File: config.mk
export PLATFORM = sky130hd
export DESIGN_NAME = iwss_ctrl
export DESIGN_NICKNAME = d
export VERILOG_FILES = /design/src/rtl/iwss_pkg.sv /design/src/rtl/iwss_ctrl.sv
export SDC_FILE = /design/constraint.sdc
export NUM_CORES = 1
export LEC_CHECK = 0
export BUFFER_PORTS_ARGS = -buffer_cell sky130_fd_sc_hd__buf_2
export CAP_MARGIN = 5
export CORE_MARGIN = 5
export CORE_UTILIZATION = 50
export DETAILED_ROUTE_END_ITERATION = 8
export MAX_ROUTING_LAYER = met4
export PLACE_DENSITY = 0.85
export SYNTH_ARGS = -nofsm -noshare
export SYNTH_HDL_FRONTEND = slang
export SYNTH_SLANG_ARGS = --single-unit
File: constraint.sdc
create_clock -name clk_i -period 3.05 [get_ports clk_i]
set_input_delay 0 -clock clk_i [delete_from_list [all_inputs] [get_ports clk_i]]
set_output_delay 0 -clock clk_i [all_outputs]
set_load 0.02 [all_outputs]
File: src/rtl/iwss_pkg.sv
// shared types and constants for the imu window sample selector
package iwss_pkg;

  localparam int BufferDepth = 32;
  localparam int MedianPairs = 10;
  localparam int MaxOut      = 32;
  localparam int ResW        = 6;
  localparam int CfgW        = 40;
  localparam int CfgIdxW     = 2;
  localparam logic [CfgW-1:0] ResetPeriod = 40'd1000000;

  typedef enum logic [CfgIdxW-1:0] {
    CFG_MIN_MARGIN     = 2'd0,
    CFG_MAX_MARGIN     = 2'd1,
    CFG_DEFAULT_PERIOD = 2'd2
  } cfg_idx_e;

  typedef enum logic [3:0] {
    OP_NONE,
    OP_LOAD,
    OP_ADD_INIT,
    OP_ADD_RD,
    OP_ADD_CMP,
    OP_ADD_WR,
    OP_P_INIT,
    OP_RD,
    OP_P_USE,
    OP_MARGIN,
    OP_S_USE,
    OP_RANGE,
    OP_E_USE,
    OP_PRUNE,
    OP_FINAL
  } dp_op_e;

  typedef struct packed {
    logic signed [63:0] stamp;
    logic [2:0][31:0]   acc;
    logic [2:0][31:0]   gyr;
  } entry_t;

  typedef struct packed {
    dp_op_e op;
  } cmd_t;

  typedef struct packed {
    logic is_add;
    logic run_ok;
    logic pos_zero;
    logic rd_gt;
    logic p_skip;
    logic idx_last;
    logic idx_at_hi;
    logic out_free;
    logic e_stall;
  } status_t;

endpackage

File: src/rtl/iwss_ctrl.sv
// controller state machine sequencing add and assign transactions
module iwss_ctrl (
  input  logic              clk_i,
  input  logic              rst_ni,
  input  logic              in_valid_i,
  output logic              in_ready_o,
  input  iwss_pkg::status_t status_i,
  output iwss_pkg::cmd_t    cmd_o
);

  typedef enum logic [4:0] {
    S_IDLE, S_ADD_INIT, S_ADD_RD, S_ADD_CMP, S_ADD_WR, S_A_CHK,
    S_P_INIT, S_P_RD, S_P_USE, S_MARGIN, S_S_RD, S_S_USE, S_RANGE,
    S_E_CHK, S_E_RD, S_E_USE, S_PRUNE, S_FINAL
  } state_e;

  state_e state_q, state_d;

  always_comb begin
    state_d   = state_q;
    cmd_o.op  = iwss_pkg::OP_NONE;
    unique case (state_q)
      S_IDLE: begin
        if (in_valid_i) begin
          cmd_o.op = iwss_pkg::OP_LOAD;
          state_d  = status_i.is_add ? S_ADD_INIT : S_A_CHK;
        end
      end
      S_ADD_INIT: begin
        cmd_o.op = iwss_pkg::OP_ADD_INIT;
        state_d  = S_ADD_RD;
      end
      S_ADD_RD: begin
        if (status_i.pos_zero) begin
          state_d = S_ADD_WR;
        end else begin
          cmd_o.op = iwss_pkg::OP_ADD_RD;
          state_d  = S_ADD_CMP;
        end
      end
      S_ADD_CMP: begin
        cmd_o.op = iwss_pkg::OP_ADD_CMP;
        state_d  = status_i.rd_gt ? S_ADD_RD : S_ADD_WR;
      end
      S_ADD_WR: begin
        cmd_o.op = iwss_pkg::OP_ADD_WR;
        state_d  = S_IDLE;
      end
      S_A_CHK:  state_d = status_i.run_ok ? S_P_INIT : S_FINAL;
      S_P_INIT: begin
        cmd_o.op = iwss_pkg::OP_P_INIT;
        state_d  = status_i.p_skip ? S_MARGIN : S_P_RD;
      end
      S_P_RD: begin
        cmd_o.op = iwss_pkg::OP_RD;
        state_d  = S_P_USE;
      end
      S_P_USE: begin
        cmd_o.op = iwss_pkg::OP_P_USE;
        state_d  = status_i.idx_last ? S_MARGIN : S_P_RD;
      end
      S_MARGIN: begin
        cmd_o.op = iwss_pkg::OP_MARGIN;
        state_d  = S_S_RD;
      end
      S_S_RD: begin
        cmd_o.op = iwss_pkg::OP_RD;
        state_d  = S_S_USE;
      end
      S_S_USE: begin
        cmd_o.op = iwss_pkg::OP_S_USE;
        state_d  = status_i.idx_last ? S_RANGE : S_S_RD;
      end
      S_RANGE: begin
        cmd_o.op = iwss_pkg::OP_RANGE;
        state_d  = S_E_CHK;
      end
      S_E_CHK: state_d = status_i.idx_at_hi ? S_PRUNE : S_E_RD;
      S_E_RD: begin
        cmd_o.op = iwss_pkg::OP_RD;
        state_d  = S_E_USE;
      end
      S_E_USE: begin
        cmd_o.op = iwss_pkg::OP_E_USE;
        state_d  = status_i.e_stall ? S_E_USE : S_E_CHK;
      end
      S_PRUNE: begin
        cmd_o.op = iwss_pkg::OP_PRUNE;
        state_d  = S_FINAL;
      end
      S_FINAL: begin
        cmd_o.op = iwss_pkg::OP_FINAL;
        state_d  = status_i.out_free ? S_IDLE : S_FINAL;
      end
      default: state_d = S_IDLE;
    endcase
  end

  always_ff @(posedge clk_i or negedge rst_ni) begin
    if (!rst_ni) begin
      state_q <= S_IDLE;
    end else begin
      state_q <= state_d;
    end
  end

  assign in_ready_o = (state_q == S_IDLE);

endmodule

==> results.tsv, run 1 <==
stage	metric	value	unit
global_routing	grt.met3_usage	5.86	%
detailed_routing	ant_nets	0	
timing	skew	0.00447	ns
clock_network	cts-root-buf	clkbuf_4	
synth	synthTopCellsByArea	dfrtp_1 (19%), nand2b_1 (5.7%), a31oi_1 (4.7%)	
finish	largest_reg_flops	5	
critical_path	cp_num_cells	5	
critical_path	start_kind	register	
synth	synth_edf_count	0	
finish	synthToLayoutAreaGrowth	12.9	%
critical_path	slowest_stage	dfrtp_1	
min_path	worstHoldPathCells	4	
global_routing	grt_pass1_wl	2860	µm
clock_network	cts_htree_levels	1	
global_routing	gr-usage-all-layers	18.9	%
floorplanning	die_w	46.4	µm
place	place_congestion	0.960	
power	p_int	0.364	mW
timing	worst_slew_pin_slew	0.683	ns
clock_network	path_clk_slew	0.04	ns
detailed_routing	drtPass1Iterations	4	
critical_path	crit_fanout	22	
global_routing	top_usage_layer	met1	
detailed_routing	routed_wl	1740	µm
clock_network	clock_path_buffers	2	
global_routing	met1_usage	26.9	%
timing	fmax	523	MHz
detailed_routing	route.vias.total	768	
global_routing	grt_max_degree	23	
power	leakage	0.305	nW
clock_network	post_cts_resized	0	
global_routing	grt.overflow.total	0	
clock_network	clock_latency	0.24	ns
finish	nFillCells	114	
timing	maxSlewHeadroom	54.5	%
floorplanning	core-area	1270	µm²
critical_path	cp.required	3.05	ns
finish	largest_register	state_q	
power	clock_power_share	9.3	%
critical_path	critPathKind	reg -> out	
synth	synth-seq-area-share	18.9	%
detailed_routing	drc	0	
synth	yosysTopAreaCell	dfrtp_1	
power	vdd_drop_max	731	µV
floorplanning	start_util	52.2	%
clock_network	cts_setup_buffers	0	
critical_path	path_cells	inv_1 > o21ai_0 > a22oi_1 > o32ai_1 > buf_2	
synth	ys_ff_latch	5	
critical_path	worstPathBufferInverterCount	2	
place	port_buffers	16	
synth	synth_warnings	0	
critical_path	arrival	1.91	ns
finish	top_regs	state_q x5	
critical_path	slowest_delay	0.77	ns
finish	nNetsFinal	117	
place	dp_slack	1.30	ns
detailed_routing	route.detailed.vias_per_inst	6.45	
finish	diodes	0	
run	max_cap_violations	0	
timing	fin_ws	1.14	ns
clock_network	cts_tree	done	
synth	syn-mean-instance-area	7.12	µm²
place	hpwl	1240	µm
synth	synth_ff_type	dfrtp_1	
power	pwr_density_cell	1090	nW/µm²
critical_path	crit_family	flip-flops	
timing	post-route-period-util	62.7	%
timing	hold_violations	0	
global_routing	grt_pass1_vias	653	
floorplanning	rows	13	
timing	rsz0062_at_grt	no	
finish	drive_above_1_share	19.2	%
critical_path	r2r_cells	4	
floorplanning	boundaryPins	17	
power	p_switching	0.446	mW
timing	period_minus_slack	1.91	ns
power	p_sw_share	55.1	%
clock_network	cts.sinks	5	
timing	drv_slew	0	
synth	syn_nets	105	
power	pwr-share-seq	28.9	%
global_routing	antenna_found_initial	0	
floorplanning	chipHeight	46.4	µm
min_path	hp-class	in -> reg	
power	combPwrFrac	61.8	%
finish	mostFrequentLayoutCell	buf_2	
detailed_routing	drt_iter0_markers	44	
synth	async_flop_share	100	%
synth	syn-instance-count	93	
critical_path	end_kind	output port	
synth	syn-cell-area	662	µm²
finish	layout_common_cells	buf_2 (16), nor2_1 (6), nand2_1 (6), nand2b_1 (6), o21ai_0 (6)	
synth	yosysTopAreaCellShare	18.9	%
timing	setup_viol	0	
detailed_routing	wire_per_inst	14.6	µm
floorplanning	dieArea	2150	µm²
synth	ys_types	36	
global_routing	grt.met2_usage	25.3	%
timing	setup_tns	0	ns
status	outcome	finished, final reports clean	
clock_network	cts-buffers-inserted	3	
==> synthesized netlist by cell type (all sizes together), types with 2 or more instances <==
cell	number
o21ai	6
clkbuf	4
a21oi	5
o211ai	2
nand4b	2
nand3b	2
nand2	6
nand2b	7
o32ai	2
buf	6
or3	3
o22ai	2
nor2	6
mux2i	2
nor3	5
a21o	3
a31oi	5
a32oi	3
dfrtp	5
inv	4
==> layout make-up <==
class                      count  area [µm²]  share of cell area, %
timing repair buffer          17        90.1                   12.1
sequential                     5         125                   16.8
inverter                       4        15.0                   2.01
tap                           15        18.8                   2.51
multi-input combinational     74         472                   63.1
clock buffer                   4        26.3                   3.52
==> power by group through the flow <==
stage               clock, mW  sequential [mW]  combinational [mW]
finish                 0.0757            0.234               0.501
detailed placement          0            0.229               0.492
global placement            0            0.225               0.486
floorplan                   0            0.112               0.508
global route           0.0880            0.249               0.546
CTS                    0.0770            0.229               0.497
==> tightest hold or removal path, delay by kind of cell <==
kind | cells | cell delay, ns
AOI/OAI and AO/OA | 1 | 0.05
buffers and inverters | 1 | 0.09
and+or+nand+nor | 2 | 0.14
==> stage by stage <==
step | std cells | hold WS [ns] | util [%] | power, mW | cell area (µm²)
global placement | 114 | -0.183 | 56.0 | 0.711 | 711
finish | 119 | 0.0829 | 58.9 | 0.811 | 747
detailed placement | 114 | -0.182 | 56.0 | 0.720 | 711
global route | 119 | 0.100 | 58.9 | 0.883 | 747
floorplan | 93 | -0.296 | - | 0.620 | 662
CTS | 119 | 0.0800 | 58.9 | 0.803 | 747
==> kinds of logic after synthesis <==
kind of cell	count (synthesis)	share of synthesized area (%)
multiplexers	2	3.02
AND/OR/NAND/NOR	35	29.7
flip-flops	5	18.9
buffers and inverters	14	9.83
AO/OA/AOI/OAI	36	37.2
XOR/XNOR	1	1.32
==> timing repair <==
| action | CTS | global route |
|---|---|---|
| hold buffers | 1 | 0 |
| endpoints found under the setup margin | 0 | 0 |
| endpoints found under the hold margin | 5 | 0 |
==> worst paths after layout <==
kind	start	endpoint	slack, ns
min in group asynchronous	rst_ni	state_q[4]	0.10
worst min register to register	state_q[4]	state_q[1]	0.91
worst max register to register	state_q[1]	state_q[2]	1.27
worst min-delay path	status_i[7]	state_q[4]	0.08
max in group asynchronous	rst_ni	state_q[0]	2.82
worst max-delay path	state_q[1]	cmd_o[1]	1.14
==> layer usage <==
metal | routed length [µm] | vias up | share of wire (%)
met4 | 19 | 0 | 1.1
li1 | - | 367 | -
met1 | 746 | 354 | 43
met3 | 158 | 4 | 9.1
met5 | 0 | - | 0
met2 | 814 | 43 | 47
Note: power is estimated with default switching activity, not from simulation.
==> run 2: changes to the inputs <==
--- a/config.mk
+++ b/config.mk
@@ -5,13 +5,14 @@
 export SDC_FILE = /design/constraint.sdc
 export NUM_CORES = 1
 export LEC_CHECK = 0
+export ABC_AREA = 1
 export BUFFER_PORTS_ARGS = -buffer_cell sky130_fd_sc_hd__buf_2
 export CAP_MARGIN = 5
-export CORE_MARGIN = 5
-export CORE_UTILIZATION = 50
+export CORE_AREA = 5 5 42 44
 export DETAILED_ROUTE_END_ITERATION = 8
+export DIE_AREA = 0 0 47 49
 export MAX_ROUTING_LAYER = met4
-export PLACE_DENSITY = 0.85
+export PLACE_DENSITY = 0.83
 export SYNTH_ARGS = -nofsm -noshare
 export SYNTH_HDL_FRONTEND = slang
 export SYNTH_SLANG_ARGS = --single-unit
==> constraint.sdc (replaced) <==
create_clock -name clk_i -period 1.9 [get_ports clk_i]
set_input_delay 0 -clock clk_i [delete_from_list [all_inputs] [get_ports clk_i]]
set_output_delay 0 -clock clk_i [all_outputs]
set_load 0.02 [all_outputs]
==> results.tsv, run 2 <==
stage	metric	value	unit	change
power	combPwrFrac	70.1	%	+8.3 points
timing	setup_viol	0		unchanged
detailed_routing	ant_nets	0		unchanged
critical_path	critPathKind	reg -> out		
synth	synth_edf_count	0		unchanged
global_routing	grt_pass1_wl	3160	µm	+10%
synth	yosysTopAreaCellShare	19.6	%	+0.70 points
synth	yosysTopAreaCell	dfrtp_1		
floorplanning	die_w	47	µm	+1.3%
floorplanning	rows	14		+1
power	pwr_density_cell	1590	nW/µm²	+46%
clock_network	clock_path_buffers	2		unchanged
detailed_routing	route.detailed.vias_per_inst	5.50		-15%
clock_network	cts_setup_buffers	0		unchanged
clock_network	cts-buffers-inserted	3		unchanged
place	port_buffers	16		unchanged
status	outcome	finished, final reports clean		
floorplanning	core-area	1400	µm²	+10%
floorplanning	boundaryPins	17		unchanged
detailed_routing	wire_per_inst	12.9	µm	-12%
global_routing	grt.overflow.total	0		unchanged
clock_network	path_clk_slew	0.04	ns	about the same
global_routing	grt_max_degree	9		-61%
power	clock_power_share	10.0	%	+0.7 points
timing	fin_hold_ws	0.0482	ns	-0.0347 ns
timing	rsz0062_at_grt	no		
timing	worst_slew_pin_slew	0.346	ns	-0.337 ns
clock_network	cts_tree	done		
clock_network	cts-root-buf	clkbuf_4		
finish	largest_register	state_q		
finish	diodes	0		unchanged
power	vdd_drop_max	883	µV	+21%
critical_path	slowest_delay	0.45	ns	-0.32 ns
timing	fmax	595	MHz	
finish	layout_common_cells	nand2_1 (28), nor2_1 (21), buf_2 (16)		
floorplanning	dieArea	2300	µm²	+7.0%
timing	post-route-period-util	88.5	%	
clock_network	clock_latency	0.24	ns	about the same
place	placed_area	731	µm²	+2.8%
power	p_int	0.518	mW	+42%
critical_path	slowest_stage	dfrtp_1		
power	p_switching	0.716	mW	+60%
detailed_routing	drc	0		unchanged
timing	hold_violations	0		unchanged
timing	setup_tns	0	ns	unchanged
synth	syn-mean-instance-area	5.65	µm²	-21%
floorplanning	start_util	45.5	%	-6.6 points
timing	skew	0.00111	ns	-0.00336 ns
synth	synthTopCellsByArea	dfrtp_1 (20%), nand2_1 (16%), nor2_1 (12%)		
finish	final_cell_area	777	µm²	+4.0%
clock_network	cts.sinks	5		unchanged
synth	yosysMostFrequentCell	nand2_1		
critical_path	end_kind	output port		
synth	ys_ff_latch	5		unchanged
synth	synth_ff_type	dfrtp_1		
finish	mostFrequentLayoutCell	nand2_1		
synth	syn_nets	125		+19%
place	hpwl	1550	µm	+25%
synth	synthTopCellsByCount	nand2_1 (28), nor2_1 (21), inv_1 (14)		
detailed_routing	routed_wl	1930	µm	+11%
min_path	hp-class	in -> reg		
critical_path	path_cells	inv_2 > nand2_1 > nor2_1 > nand2_1 > o21ai_1 > nor2_1 > nand4_1 > buf_2		
finish	synthToLayoutAreaGrowth	21.8	%	
critical_path	start_kind	register		
synth	syn-cell-area	638	µm²	-3.6%
global_routing	gr-usage-all-layers	18.8	%	-0.064 points
global_routing	antenna_found_initial	0		unchanged
finish	top_regs	state_q x5		
detailed_routing	drtPass1Iterations	4		unchanged
synth	synth_warnings	0		unchanged
power	total_power	1.23	mW	+52%
detailed_routing	route.vias.total	825		+7.4%
finish	largest_reg_flops	5		unchanged
synth	async_flop_share	100	%	unchanged
power	leakage	0.429	nW	+40%
run	max_cap_violations	0		unchanged
power	pwr-share-seq	19.9	%	-9.0 points
timing	maxSlewHeadroom	76.8	%	+22 points
finish	drive_above_1_share	23.9	%	+4.6 points
timing	drv_slew	0		unchanged
critical_path	arrival	1.68	ns	-0.23 ns
timing	period_minus_slack	1.68	ns	
global_routing	grt_pass1_vias	762		+17%
synth	syn-instance-count	113		+22%
critical_path	crit_fanout	8		-64%
detailed_routing	drt_iter0_markers	56		+27%
clock_network	cts_htree_levels	1		unchanged
synth	ys_types	21		-42%
critical_path	cp.required	1.90	ns	-1.15 ns
floorplanning	chipHeight	49	µm	+5.6%
finish	nNetsFinal	147		+26%
synth	synth-seq-area-share	19.6	%	+0.70 points
place	place_congestion	0.955		-0.53%
power	p_sw_share	58.0	%	+3.0 points
## run 2: cell count changes in the layout (fill, tap and decap cells not counted), sizes merged, moves of 7 or more
cell    previous run  this run
nand2              6        30
nor2               6        28
nand3              1        14
inv                4        16
nand2b             7         0
## run 2: final cells by class
type,instances,area (µm²)
multi-input cells,91,445
well taps,16,20.0
clock buffers,4,26.3
flip-flops and latches,5,125
repair buffers,18,100
fillers,142,624
inverters,16,60.1
## run 2: final timing paths
| path | from | to | slack, ns | cells after the start |
|---|---|---|---|---|
| worst max-delay path | state_q[4] | cmd_o[0] | 0.22 | 8 |
| worst min-delay path | in_valid_i | state_q[2] | 0.05 | 3 |
| worst max register to register | state_q[1] | state_q[0] | 0.51 | 7 |
| worst min register to register | state_q[2] | state_q[0] | 0.72 | 3 |
| max in group asynchronous | rst_ni | state_q[0] | 1.65 | 2 |
| min in group asynchronous | rst_ni | state_q[1] | 0.12 | 2 |
## run 2: power groups by stage
| stage | combinational (mW) | clock [mW] | sequential [mW] |
|---|---|---|---|
| 2_1_floorplan | 0.673 | 0 | 0.203 |
| 3_3_place_gp | 0.851 | 0 | 0.242 |
| 3_5_place_dp | 0.849 | 0 | 0.243 |
| 4_1_cts | 0.857 | 0.127 | 0.242 |
| 5_1_grt | 0.939 | 0.143 | 0.254 |
| 6_report | 0.864 | 0.124 | 0.245 |
## run 2: metrics by stage
step           util, %  cells  setup slack [ns]
6_report          55.4    150             0.219
5_1_grt           55.4    150            0.0892
4_1_cts           54.7    149             0.244
3_5_place_dp      52.1    144             0.507
3_3_place_gp      52.1    144             0.400
2_1_floorplan        -    113             0.584
## run 2: worst max-delay path, delay by kind of cell (launching register included)
kind | cells | cell delay, ns
flip-flops | 1 | 0.45
AO/OA/AOI/OAI | 1 | 0.12
AND/OR/NAND/NOR | 5 | 0.51
buffers and inverters | 2 | 0.35
## run 2: per-layer routing
| layer | share of wire [%] | vias up | wire [µm] | GRT usage [%] |
|---|---|---|---|---|
| met1 | 39 | 341 | 747 | 23.3 |
| met5 | 0 | - | 0 | - |
| met2 | 47 | 68 | 915 | 27.1 |
| met3 | 10 | 8 | 200 | 4.80 |
| met4 | 3.6 | 0 | 70 | 10.1 |
| li1 | - | 408 | - | - |
## run 2: what timing repair did
| action | in CTS | in global routing |
|---|---|---|
| hold buffers | 1 | 1 |
| endpoints found under the hold margin | 5 | 1 |
| gates resized for setup | 0 | 0 |
## run 2: cells by family after synthesis
family | after synthesis | synth area share, %
simple gates | 78 | 58.4
buf+inv | 17 | 10.6
compound gates | 13 | 11.4
flops | 5 | 19.6
==> run 3: changes to the inputs <==
--- a/config.mk
+++ b/config.mk
@@ -8,11 +8,11 @@
 export ABC_AREA = 1
 export BUFFER_PORTS_ARGS = -buffer_cell sky130_fd_sc_hd__buf_2
 export CAP_MARGIN = 5
-export CORE_AREA = 5 5 42 44
+export CORE_MARGIN = 5
+export CORE_UTILIZATION = 30
 export DETAILED_ROUTE_END_ITERATION = 8
-export DIE_AREA = 0 0 47 49
 export MAX_ROUTING_LAYER = met4
-export PLACE_DENSITY = 0.83
+export PLACE_DENSITY = 0.59
 export SYNTH_ARGS = -nofsm -noshare
 export SYNTH_HDL_FRONTEND = slang
 export SYNTH_SLANG_ARGS = --single-unit
==> results.tsv, run 3 (synthesis results as in run 2) <==
stage	metric	value	unit	change
critical_path	crit-reg2reg-launch	state_q[4]		
timing	worst_slew_pin_slew	0.357	ns	+0.0111 ns
detailed_routing	drc	0		unchanged
detailed_routing	ant_nets	0		unchanged
global_routing	grt_pass1_wl	3380	µm	+7.0%
global_routing	met1_usage	19.0	%	-4.2 points
clock_network	cts_htree_levels	1		unchanged
detailed_routing	routed_wl	1980	µm	+2.3%
global_routing	grt.overflow.total	0		unchanged
critical_path	slowest_stage	dfrtp_1		
finish	fin_util	39.0	%	-16 points
min_path	hp-start	status_i[7]		
floorplanning	rows	16		+2
timing	maxSlewHeadroom	76.1	%	-0.65 points
floorplanning	chipHeight	56.1	µm	+15%
global_routing	grt_pass1_vias	776		+1.8%
detailed_routing	route.detailed.vias_per_inst	5.00		-9.1%
clock_network	cts-buffers-inserted	3		unchanged
timing	fmax	588	MHz	-1.1%
timing	skew	0.00170	ns	+0.000585 ns
critical_path	arrival	1.70	ns	+0.02 ns
floorplanning	boundaryPins	17		unchanged
place	hpwl	1680	µm	+8.2%
clock_network	cts.sinks	5		unchanged
timing	setup_tns	0	ns	unchanged
power	p_sw_share	58.0	%	about the same
power	clock_power_share	10.0	%	about the same
place	place_congestion	0.992		+3.9%
run	max_cap_violations	0		unchanged
critical_path	timing.rr.end	state_q[0]		
critical_path	cp.required	1.90	ns	about the same
finish	nNetsFinal	146		-0.68%
finish	largest_register	state_q		
detailed_routing	drtPass1Iterations	4		unchanged
critical_path	critPathKind	reg -> out		
finish	diodes	0		unchanged
clock_network	clock_latency	0.24	ns	about the same
finish	layout_common_cells	nand2_1 (28), nor2_1 (21), buf_2 (16)		
clock_network	cts_tree	done		
power	pwr_density_cell	1580	nW/µm²	-0.71%
timing	rsz0062_at_grt	no		
floorplanning	die_w	56.1	µm	+19%
power	combPwrFrac	70.6	%	+0.5 points
global_routing	antenna_found_initial	0		unchanged
timing	setup_viol	0		unchanged
detailed_routing	drt_iter0_markers	40		-29%
power	p_int	0.516	mW	-0.26%
critical_path	path_cells	nand2_1 > inv_1 > nand3_1 > o21ai_0 > a21oi_1 > nand4_1 > buf_2		
finish	top_regs	state_q x5		
min_path	hp-class	in -> reg		
min_path	worstHoldPathCells	2		-1
clock_network	path_clk_slew	0.05	ns	about the same
floorplanning	start_util	31.9	%	-14 points
timing	fin_ws	0.200	ns	-0.0194 ns
clock_network	cts_setup_buffers	0		unchanged
detailed_routing	route.vias.total	800		-3.0%
critical_path	slowest_delay	0.44	ns	about the same
critical_path	crit_family	flip-flops		
timing	drv_slew	0		unchanged
place	port_buffers	16		unchanged
timing	post-route-period-util	89.5	%	+1.0 points
detailed_routing	wire_per_inst	12.4	µm	-4.1%
power	pwr-share-seq	19.4	%	-0.5 points
power	vdd_drop_max	630	µV	-29%
critical_path	r2r_cells	7		unchanged
power	p_switching	0.714	mW	-0.22%
clock_network	clock_path_buffers	2		unchanged
critical_path	worstPathBufferInverterCount	2		unchanged
finish	synthToLayoutAreaGrowth	22.4	%	
global_routing	gr-usage-all-layers	13.8	%	-5.1 points
global_routing	grt.met3_usage	3.02	%	-1.8 points
floorplanning	dieArea	3150	µm²	+37%
critical_path	start_kind	register		
timing	hold_violations	0		unchanged
global_routing	top_usage_layer	met2		
floorplanning	core-area	2000	µm²	+43%
critical_path	cp_num_cells	7		-1
critical_path	crit_fanout	6		-2
min_path	whs_endpoint	state_q[4]		
power	leakage	0.425	nW	-0.97%
place	dp_slack	0.490	ns	-0.0173 ns
critical_path	r2r_slack	0.50	ns	about the same
critical_path	end_kind	output port		
global_routing	grt_max_degree	9		unchanged
finish	mostFrequentLayoutCell	nand2_1		
finish	drive_above_1_share	24.1	%	+0.18 points
status	outcome	finished, final reports clean		
timing	period_minus_slack	1.70	ns	+0.0194 ns
finish	largest_reg_flops	5		unchanged
global_routing	grt.met2_usage	20.4	%	-6.8 points
clock_network	cts-root-buf	clkbuf_4		
==> run 3: changes by cell type in the layout (fill, tap and decap cells not counted), sizes merged <==
cell	previous run	this run
dlygate4sd3	2	1
==> run 3: how the worst max path moves through the flow <==
stage / start / to / slack (ns)
floorplan: state_q[0] / state_q[2] / 0.58
global placement: state_q[2] / cmd_o[0] / 0.48
detailed placement: state_q[4] / cmd_o[0] / 0.49
CTS: state_q[4] / cmd_o[0] / 0.22
global route: state_q[4] / cmd_o[0] / 0.11
finish: state_q[2] / cmd_o[0] / 0.20
==> run 3: what timing repair did <==
action	in CTS	in global routing
resized for setup	0	0
endpoints found under the hold margin	5	0
hold buffers	1	0
==> run 3: per-layer routing <==
layer / share of wire (%) / up-vias
li1: - / 406
met1: 48 / 360
met2: 45 / 32
met3: 6.1 / 2
met4: 0.71 / 0
met5: 0 / -
==> run 3: layout make-up <==
cell class / instances / area, µm²
Clock buffer: 4 / 26.3
Timing Repair Buffer: 17 / 90.1
Inverter: 16 / 60.1
Multi-Input combinational cell: 91 / 445
Tap cell: 27 / 33.8
Sequential cell: 5 / 125
Fill cell: 226 / 1220
==> run 3: metrics by stage <==
stage	total power [mW]	std cells	hold WS, ns	instance area, µm²
3_3_place_gp	1.12	155	-0.179	744
5_1_grt	1.35	160	0.0117	781
3_5_place_dp	1.10	155	-0.180	744
2_1_floorplan	0.876	113	-0.296	638
4_1_cts	1.23	160	0.00803	781
6_report	1.23	160	0.0112	781
==> run 3: worst reg2reg max path: stages (launching register included) <==
cell     delay, ns
dfrtp_1       0.43
inv_2         0.17
nand2_1       0.07
nor2_1        0.16
nand2_1       0.13
a21oi_1       0.15
nor2_1        0.05
a21oi_1       0.14
==> run 3: power by group through the flow <==
stage	registers (mW)	logic, mW	clock network [mW]
5_1_grt	0.249	0.959	0.141
2_1_floorplan	0.203	0.673	0
6_report	0.239	0.868	0.123
3_5_place_dp	0.239	0.859	0
4_1_cts	0.237	0.866	0.128
3_3_place_gp	0.237	0.884	0
